[src/hw/rtl/tlbw_pkg.sv]
// shared types and constants for the task leaky-bucket watchdog
package tlbw_pkg;

	// field widths
	localparam int COUNT_W   = 16;
	localparam int CREDIT_W  = 3;
	localparam int OP_W      = 2;
	localparam int REG_IDX_W = 2;
	localparam int CFG_W     = 16;
	localparam int IN_DATA_W  = 8;
	localparam int OUT_DATA_W = 8;

	// bucket fill after reset and credits added by a pet
	localparam logic [CREDIT_W-1:0] CREDIT_RESET = 3'd5;
	localparam logic [CREDIT_W-1:0] PET_CREDITS  = 3'd2;

	// configuration register indexes
	localparam logic [REG_IDX_W-1:0] REG_PERIOD_ZERO  = 2'd0;
	localparam logic [REG_IDX_W-1:0] REG_PERIOD_ONE   = 2'd1;
	localparam logic [REG_IDX_W-1:0] REG_CREDIT_LIMIT = 2'd2;

	// register reset values
	localparam logic [COUNT_W-1:0]  PERIOD_ZERO_RESET = 16'd100;
	localparam logic [COUNT_W-1:0]  PERIOD_ONE_RESET  = 16'd1000;

	// operation codes
	typedef enum logic [OP_W-1:0] {
		OP_TICK   = 2'd0,
		OP_PET    = 2'd1,
		OP_EXPIRE = 2'd2
	} op_t;

	// one per-task memory entry
	typedef struct packed {
		logic [COUNT_W-1:0]  count;
		logic [CREDIT_W-1:0] credits;
	} entry_t;

	localparam entry_t ENTRY_RESET = '{count: '0, credits: CREDIT_RESET};

endpackage

[src/hw/rtl/task_leaky_bucket_watchdog_unit.sv]
// top level of the per-task leaky-bucket watchdog
//
// Input stream s_axis carries one operation per transaction: tick, pet or
// mark-expired, aimed at one task. Each input transaction yields exactly one
// output transaction on m_axis with the addressed task's timeout status and
// the global expired latch.
// The per-task tick counter and credit bucket live in a small synchronous
// memory. An accepted item reads its entry in the accept cycle into stage 1,
// which modifies the entry, writes it back and loads the output register
// once that register is free. s_axis_tready drops while an entry is in its
// read-modify-write, so no new item is taken before the last one leaves
// stage 1; this keeps reads and writes of one entry apart.
// When the receiver stalls, a finished result waits in the output register
// while the next item is accepted and read; that item then holds until the
// output register frees up.
// Reset clears per-entry valid bits, so every entry reads as count zero and
// a full bucket of five credits until first written; the periods and credit
// limit return to 100, 1000 and 5. No clearing pass is needed.
// Configuration is written through wr_en/wr_index/wr_data; the user must do
// so only while idle, as the block itself does not enforce it.
module task_leaky_bucket_watchdog_unit #(
	parameter int TASK_COUNT = 2
) (
	input  logic                             clk,
	input  logic                             arst_n,
	// input stream
	input  logic                             s_axis_tvalid,
	output logic                             s_axis_tready,
	// [1:0] operation, [2] task_index, [7:3] zero
	input  logic [tlbw_pkg::IN_DATA_W-1:0]   s_axis_tdata,
	// output stream
	output logic                             m_axis_tvalid,
	input  logic                             m_axis_tready,
	// [0] timed_out, [1] expired_flag, [2] expired_id, [7:3] zero
	output logic [tlbw_pkg::OUT_DATA_W-1:0]  m_axis_tdata,
	// configuration write port
	input  logic                             wr_en,
	input  logic [tlbw_pkg::REG_IDX_W-1:0]   wr_index,
	input  logic [tlbw_pkg::CFG_W-1:0]       wr_data
);
	import tlbw_pkg::*;

	localparam int AW = (TASK_COUNT > 1) ? $clog2(TASK_COUNT) : 1;

	// configuration registers
	logic [COUNT_W-1:0]  period_zero_q;
	logic [COUNT_W-1:0]  period_one_q;
	logic [CREDIT_W-1:0] credit_limit_q;

	// entry memory and its valid bits
	entry_t              mem [TASK_COUNT];
	logic [TASK_COUNT-1:0] entry_vld_q;

	// stage 1 item under read-modify-write
	logic                valid_s1;
	op_t                 op_s1;
	logic [AW-1:0]       addr_s1;
	logic                in_range_s1;
	entry_t              rd_entry_s1;
	logic                rd_vld_s1;

	// global expired latch
	logic                expired_flag_q;
	logic                expired_id_q;

	// output register
	logic                out_valid_q;
	logic [OUT_DATA_W-1:0] out_data_q;

	logic                in_acc;
	logic                in_range;
	logic [AW-1:0]       rd_addr;
	logic                done;
	entry_t              cur_entry;
	entry_t              nxt_entry;
	logic                upd_timed;
	logic [COUNT_W-1:0]  period_sel;
	logic                exp_flag_nxt;
	logic                exp_task_nxt;

	// input handshake: one item in the read-modify-write at a time
	assign s_axis_tready = !valid_s1;
	assign in_acc        = s_axis_tvalid && s_axis_tready;
	assign in_range      = int'(s_axis_tdata[2]) < TASK_COUNT;
	assign rd_addr       = in_range ? AW'(s_axis_tdata[2]) : '0;

	// stage 1 finishes when the output register can take its result
	assign done = valid_s1 && (!out_valid_q || m_axis_tready);

	// configuration writes
	always_ff @(posedge clk or negedge arst_n) begin
		if (!arst_n) begin
			period_zero_q  <= PERIOD_ZERO_RESET;
			period_one_q   <= PERIOD_ONE_RESET;
			credit_limit_q <= CREDIT_RESET;
		end else if (wr_en) begin
			case (wr_index)
				REG_PERIOD_ZERO:  period_zero_q  <= wr_data;
				REG_PERIOD_ONE:   period_one_q   <= wr_data;
				REG_CREDIT_LIMIT: credit_limit_q <= wr_data[CREDIT_W-1:0];
				default: begin
				end
			endcase
		end
	end

	// memory read port, registered data
	always_ff @(posedge clk) begin
		if (in_acc) begin
			rd_entry_s1 <= mem[rd_addr];
			rd_vld_s1   <= entry_vld_q[rd_addr];
			op_s1       <= op_t'(s_axis_tdata[1:0]);
			addr_s1     <= rd_addr;
			in_range_s1 <= in_range;
		end
	end

	// memory write port
	always_ff @(posedge clk) begin
		if (done && in_range_s1) begin
			mem[addr_s1] <= nxt_entry;
		end
	end

	// stage valid and entry valid bits
	always_ff @(posedge clk or negedge arst_n) begin
		if (!arst_n) begin
			valid_s1    <= 1'b0;
			entry_vld_q <= '0;
		end else begin
			if (in_acc) begin
				valid_s1 <= 1'b1;
			end else if (done) begin
				valid_s1 <= 1'b0;
			end
			if (done && in_range_s1) begin
				entry_vld_q[addr_s1] <= 1'b1;
			end
		end
	end

	// never-written entries read as the reset fill
	assign cur_entry  = rd_vld_s1 ? rd_entry_s1 : ENTRY_RESET;
	assign period_sel = (addr_s1 == '0) ? period_zero_q : period_one_q;

	tlbw_update u_update (
		.cur       (cur_entry),
		.op        (op_s1),
		.period    (period_sel),
		.limit     (credit_limit_q),
		.nxt       (nxt_entry),
		.timed_out (upd_timed)
	);

	// expired latch update
	always_comb begin
		exp_flag_nxt = expired_flag_q;
		exp_task_nxt = expired_id_q;
		if (in_range_s1 && op_s1 == OP_EXPIRE) begin
			exp_flag_nxt = 1'b1;
			exp_task_nxt = addr_s1[0];
		end
	end

	always_ff @(posedge clk or negedge arst_n) begin
		if (!arst_n) begin
			expired_flag_q <= 1'b0;
			expired_id_q   <= 1'b0;
		end else if (done) begin
			expired_flag_q <= exp_flag_nxt;
			expired_id_q   <= exp_task_nxt;
		end
	end

	// output register
	always_ff @(posedge clk or negedge arst_n) begin
		if (!arst_n) begin
			out_valid_q <= 1'b0;
		end else if (done) begin
			out_valid_q <= 1'b1;
		end else if (m_axis_tready) begin
			out_valid_q <= 1'b0;
		end
	end

	always_ff @(posedge clk) begin
		if (done) begin
			out_data_q <= {(OUT_DATA_W - 3)'(0), exp_task_nxt, exp_flag_nxt,
				in_range_s1 && upd_timed};
		end
	end

	assign m_axis_tvalid = out_valid_q;
	assign m_axis_tdata  = out_data_q;

endmodule

[src/hw/rtl/tlbw_update.sv]
// next-state logic for one task entry: tick, pet and credit saturation
module tlbw_update (
	input  tlbw_pkg::entry_t               cur,
	input  tlbw_pkg::op_t                  op,
	input  logic [tlbw_pkg::COUNT_W-1:0]   period,
	input  logic [tlbw_pkg::CREDIT_W-1:0]  limit,
	output tlbw_pkg::entry_t               nxt,
	output logic                           timed_out
);
	import tlbw_pkg::*;

	logic [COUNT_W-1:0]  count_inc;
	logic [CREDIT_W:0]   pet_sum;

	assign count_inc = cur.count + COUNT_W'(1);
	assign pet_sum   = {1'b0, cur.credits} + {1'b0, PET_CREDITS};

	// per-operation update of counter and bucket
	always_comb begin
		nxt = cur;
		case (op)
			OP_TICK: begin
				if (count_inc > period) begin
					nxt.count = '0;
					if (cur.credits != '0) begin
						nxt.credits = cur.credits - CREDIT_W'(1);
					end
				end else begin
					nxt.count = count_inc;
				end
			end
			OP_PET: begin
				if (pet_sum > {1'b0, limit}) begin
					nxt.credits = limit;
				end else begin
					nxt.credits = pet_sum[CREDIT_W-1:0];
				end
			end
			default: begin
				nxt = cur;
			end
		endcase
	end

	assign timed_out = (nxt.credits == '0);

endmodule

[config.mk]
export PLATFORM = sky130hd
export DESIGN_NAME = task_leaky_bucket_watchdog_unit
export DESIGN_NICKNAME = d
export VERILOG_FILES = /design/src/hw/rtl/tlbw_pkg.sv /design/src/hw/rtl/task_leaky_bucket_watchdog_unit.sv /design/src/hw/rtl/tlbw_update.sv
export SDC_FILE = /design/constraint.sdc
export NUM_CORES = 1
export LEC_CHECK = 0
export BUFFER_PORTS_ARGS = -buffer_cell sky130_fd_sc_hd__buf_2
export CORE_MARGIN = 2
export CORE_UTILIZATION = 45
export DETAILED_ROUTE_END_ITERATION = 16
export GPL_ROUTABILITY_DRIVEN = 0
export PLACE_DENSITY = 0.7
export RECOVER_POWER = 50
export SYNTH_ARGS = -nofsm -noshare
export SYNTH_HDL_FRONTEND = slang
export SYNTH_SLANG_ARGS = --single-unit
[constraint.sdc]
create_clock -name clk -period 4.54 [get_ports clk]
set_input_delay 0.681 -clock clk [delete_from_list [all_inputs] [get_ports clk]]
set_output_delay 0.681 -clock clk [all_outputs]
set_load 0.01 [all_outputs]
**After elaboration in Yosys (flattened, before gate mapping)**

Memories as Yosys holds them, arrays and structs flattened. A register that Yosys moved wholly into a read port is not among the register bits.
Index checks and enable logic that the tools add are counted.

- Word-level logic and storage cells: 61
- Input port bits: 31
- Register bits: 48
- Memories kept: 1
- Memory bits (writable): 38

- Reduce and logical (&&, ||, !) cells: 15
- Bitwise operators: 1
- Add/subtract/negate cells: 3
- Equal/unequal tests: 4
- $lt $le $gt $ge: 5
- Mux-type cells: 20

Memory list:

| memory | words | bits a word | rd ports | clocked after Yosys merged registers in | write ports | RTL line | source |
|---|---|---|---|---|---|---|---|
| mem | 2 | 19 | 1 | 1 | 1 | task_leaky_bucket_watchdog_unit.sv:51 | `entry_t mem [TASK_COUNT];` |

Operators by type and width:

| operator | count |
|---|---|
| $mux W16 | 3 |
| $mux W19 | 1 |
| $add A16 B1 Y16 const B | 1 |
| $gt A16 B16 Y1 | 1 |
| $mux W1 | 11 |
| $mux W3 | 3 |
| $pmux W3 S2 | 1 |
| $reduce_and A2 Y1 | 3 |
| $add A3 B2 Y4 const B | 1 |
| $eq A2 B1 Y1 const B | 2 |
| $eq A2 B2 Y1 const B | 2 |
| $gt A4 B3 Y1 | 1 |
| $logic_not A2 Y1 | 2 |
| $lt A1 B2 Y1 const B | 2 |
| $reduce_bool A2 Y1 | 2 |
| $logic_and A1 B1 Y1 | 3 |
| $logic_not A3 Y1 | 1 |
| $reduce_bool A3 Y1 | 1 |
| $sub A3 B1 Y3 const B | 1 |
| $logic_not A1 Y1 | 2 |
| $or A2 B2 Y2 | 1 |
| $demux W1 S1 | 1 |
| $ge A1 B1 Y1 const B | 1 |
| $logic_or A1 B1 Y1 | 1 |

**Longest topological paths before layout**

- Depth after elaboration: 6
- Mapped depth: 19

**Modules after synthesis**

From an unflattened synthesis, not the netlist that was laid out.

- Cell total of the unflattened synthesis: 425
- Area, all modules: 5347.6 um2

Modules (own cells, without submodules):

| module | cells an instance | seq. area each (um2) | area each (um2) | instances |
|---|---|---|---|---|
| task_leaky_bucket_watchdog_unit | 228 | 2961.6 | 4102.7 | 1 |
| tlbw_update | 197 | 0.0 | 1244.9 | 1 |

**Least setup slack after synthesis**

Ideal clock, no wire load.

- Kind: flip-flop to flip-flop
- Start: register rd_vld_s1
- End: memory mem[0][10] in the netlist's numbering, data pin
- Stages on the path, launching flop included: 20
- Arrival time: 3.991 ns
- Slack: 0.356 ns
- Buffers on the path: 3
- Data required time: 4.347 ns
- Path through: edfxtp_1 > buf_2 > clkbuf_1 > and2_1 > ha_1 > nand4_1 > nor3_2 > nand2_1 > nor2_1 > and2_1 > xnor2_1 > ha_1 > a21oi_1 > nand2_1 > a221oi_1 > a31oi_4 > buf_2 > inv_2 > nand2_1 > o32ai_1

RTL lines:

| what | RTL line | source |
|---|---|---|
| start, declared | task_leaky_bucket_watchdog_unit.sv:60 | `logic rd_vld_s1;` |
| start signal, assigned | task_leaky_bucket_watchdog_unit.sv:111 | `rd_vld_s1 <= entry_vld_q[rd_addr];` |
| end, declared | task_leaky_bucket_watchdog_unit.sv:51 |  |

==> results.cfg <==
[floorplan]
start_util_pct = 45.92
die_area_sq_um = 12480
die_w_microns = 111.7
num_rows = 39
core_sq_um = 11370
io_pins = 41
die-height_microns = 111.7

[drt]
wirelength_mm = 9.423
drt_iter0_drc = 263
drc = 0
viasPerCell = 5.467
avgRoutedWirePerCell_microns = 15.89
postRouteAntennaNets = 0
drtPass1Iterations = 5
num_vias = 3242

[pwr]
peakVddDrop_v = 0.0002685
power_density_nw_per_um2 = 509.3
cellLeakagePower_nw = 2.283

[logic_synthesis]
yosys_warnings = 0
syn_avg_cell_area_sq_um = 12.86
synth_compound_area_share_pct = 5.919
synth_cell_type_count = 48
synthCells = 406
synth_edf_count = 64
synth_top_family_by_area = multiplexers
synth.top_cell.area_share_pct = 36.81
synth_area_leaders = edfxtp_1 (37%), dfrtp_1 (14%), mux2_2 (12%)
synth_top_area_cell = edfxtp_1
synth_top_flop_cell = edfxtp_1
synth_fa_ha_area_share_pct = 5.655
synth-seq-cells = 105
synth_mux_area_share_pct = 15.74
syn_area_sq_um = 5221
synthSimpleGateAreaFrac_pct = 11.36
synth-xor-area-share_pct = 2.013
synthArstFlopShare_pct = 39.05
ys_seq_area_share_pct = 56.72

[timing]
worstMarginPinSlew_ns = 2.081
max_freq_mhz = 237.3
setup_tns_ns = 0
drv_slew = 42
hold_violations = 0
setup_viol_count_final = 0
fin_crit_sh_pct = 92.83
rsz0062_at_grt = false
skew_ns = 0.008803
min_period_ns = 4.215
whs_ns = 0.4709
max-slew-margin-rel_pct = -38.74

[global_routing]
grt.met2_usage_pct = 25.62
overflow = 0
grt_use_total_pct = 15.71
globalRouteMet3Util_pct = 3.484
grt_max_degree = 42
antenna_found_initial = 0
use_met1_pct = 20.66
top_usage_layer = met2
grt_pass1_wl_mm = 15.44
grt_pass1_vias = 3178

[worst_hold_path]
whs_path_depth = 1
min_to = entry_vld_q[1]
min-delay-start = entry_vld_q[1]
hold_path_class = reg2reg

[setup_path]
setup.worst_path.start_class = register
endpoint_kind = register
worstPathArrival_ns = 4.38
r2r_cells = 15
path_class = reg2reg
rrSetupSlack_ns = 0.33
setup.worst_path.start = rd_vld_s1
cp.required_ns = 4.71
crit_fanout = 23
r2r-start = rd_vld_s1
regToRegEndpoint = m_axis_tdata[0]

[finish]
fin_nets = 499
antenna_cells = 0
area_growth_pct = 12.72
drive_above_1_share_pct = 29.78
fillers = 952

[clock_network]
cts.sinks = 105
clk_pin_slew_ns = 0.07
clock_latency_ns = 0.35
cts_inserted_buffers = 9
root_buffer = clkbuf_16
cts_tree = done
clk_path_buf_depth = 2
hold_buffers = 0
htree_levels = 3

[placement]
numPortBuffers = 30
detailed_place_hpwl_mm = 6.662

[job]
cap_violations = 1

[run_status]
outcome = finished, violations left
violations = max-capacitance violations, max-slew violations
==> worst max path at each step <==
stage                 endpoint  slack [ns]  depth (start not counted)
5_1_grt        m_axis_tdata[0]     0.00002                         15
2_1_floorplan       mem[0][10]        0.36                         19
3_5_place_dp        mem[0][10]        0.12                         17
3_3_place_gp        mem[1][10]        0.18                         17
6_report       m_axis_tdata[0]        0.33                         15
4_1_cts             mem[0][10]        0.07                         17
==> what timing repair did <==
action	in CTS	in global routing
resized for setup	0	5
buffers inserted	0	6
setup endpoints to repair	0	31
==> flip-flops by register name, summed over array words and instances, names as in the netlist <==
register,cells
rd_vld_s1,1
mem,38
m_axis_tdata,3
m_axis_tvalid,1
expired_id_q,1
period_zero_q,16
credit_limit_q,3
expired_flag_q,1
addr_s1,1
op_s1,2
valid_s1,1
entry_vld_q,2
period_one_q,16
rd_entry_s1,19
==> layout make-up <==
cell class / count / area, sq um / area share, %
clock buffer: 10 / 250.2 / 4.252
inverter: 10 / 37.54 / 0.6378
clock inverter: 6 / 53.80 / 0.9141
sequential: 105 / 2962 / 50.32
timing repair buffer: 43 / 239.0 / 4.060
tap: 143 / 178.9 / 3.040
multi-input combinational: 276 / 2165 / 36.78
==> per-stage QoR <==
stage                     utilization, %  instance area (sq um)  worst slack [ns]  power (mW)  instances
final                              51.77                   5886            0.3253       2.998        593
after global routing               51.77                   5886        0.00002398       3.180        593
after CTS                          51.33                   5836           0.06811       2.999        587
after detailed placement           48.65                   5532            0.1152       2.222        571
after global placement             48.65                   5532            0.1812       2.177        571
after floorplan                        -                   5236            0.3563       1.988        410
==> metal layers <==
metal	up-vias	share of wire, %
met5	-	0
met2	81	49
li1	1558	-
met4	0	1.3
met3	10	4.6
met1	1593	45
==> power by group <==
| part | switching, mW | internal (mW) | total [mW] |
|---|---|---|---|
| logic | 0.461 | 0.347 | 0.808 |
| registers | 0.110 | 1.31 | 1.42 |
| clock network | 0.356 | 0.416 | 0.772 |
==> cell usage after synthesis (all sizes together) (3+ instances only) <==
library cell / number
nor2: 18
nand2b: 10
and2: 5
edfxtp: 64
o21ai: 7
nand3: 10
dfrtp: 30
xor2: 3
clkbuf: 11
ha: 22
o2bb2ai: 4
nor3: 3
nand3b: 3
mux2: 57
inv: 10
or2: 3
nor2b: 7
and3: 4
nand2: 41
nand4: 6
mux2i: 18
a21oi: 13
dfstp: 11
buf: 8
xnor2: 9
o22ai: 7
==> critical path, stage by stage, from the launching register on <==
cell and delay, ns:
edfxtp_1 0.47, buf_6 0.23, nand2_1 0.14, nor4_4 0.24, and3_1 0.31, nor2b_1 0.19
and3_1 0.18, xnor2_1 0.12, ha_1 0.37, nand4_2 0.15, or3_1 0.39, a21o_1 0.20
a31oi_4 0.32, a211oi_1 0.13, a311o_1 0.34, nor4b_2 0.25
==> cells by family (layout without fill, tap and decap cells) <==
group / after synthesis / in the layout
simple gates: 116 / 116
compound gates: 45 / 45
other cells: 1 / 5
xor+xnor: 12 / 12
fa+ha+maj: 23 / 23
buf+inv: 29 / 69
flops: 105 / 105
mux: 75 / 75
==> layout by cell type, fill, tap and decap left out, drive strengths merged, types with 14 or more instances in the layout <==
| master | Yosys | layout |
|---|---|---|
| buf | 8 | 37 |
| clkbuf | 11 | 16 |
| dfrtp | 30 | 30 |
| edfxtp | 64 | 64 |
| ha | 22 | 22 |
| inv | 10 | 14 |
| mux2 | 57 | 57 |
| mux2i | 18 | 18 |
| nand2 | 41 | 41 |
| nor2 | 18 | 18 |
Power figures use the tool's default switching activity.
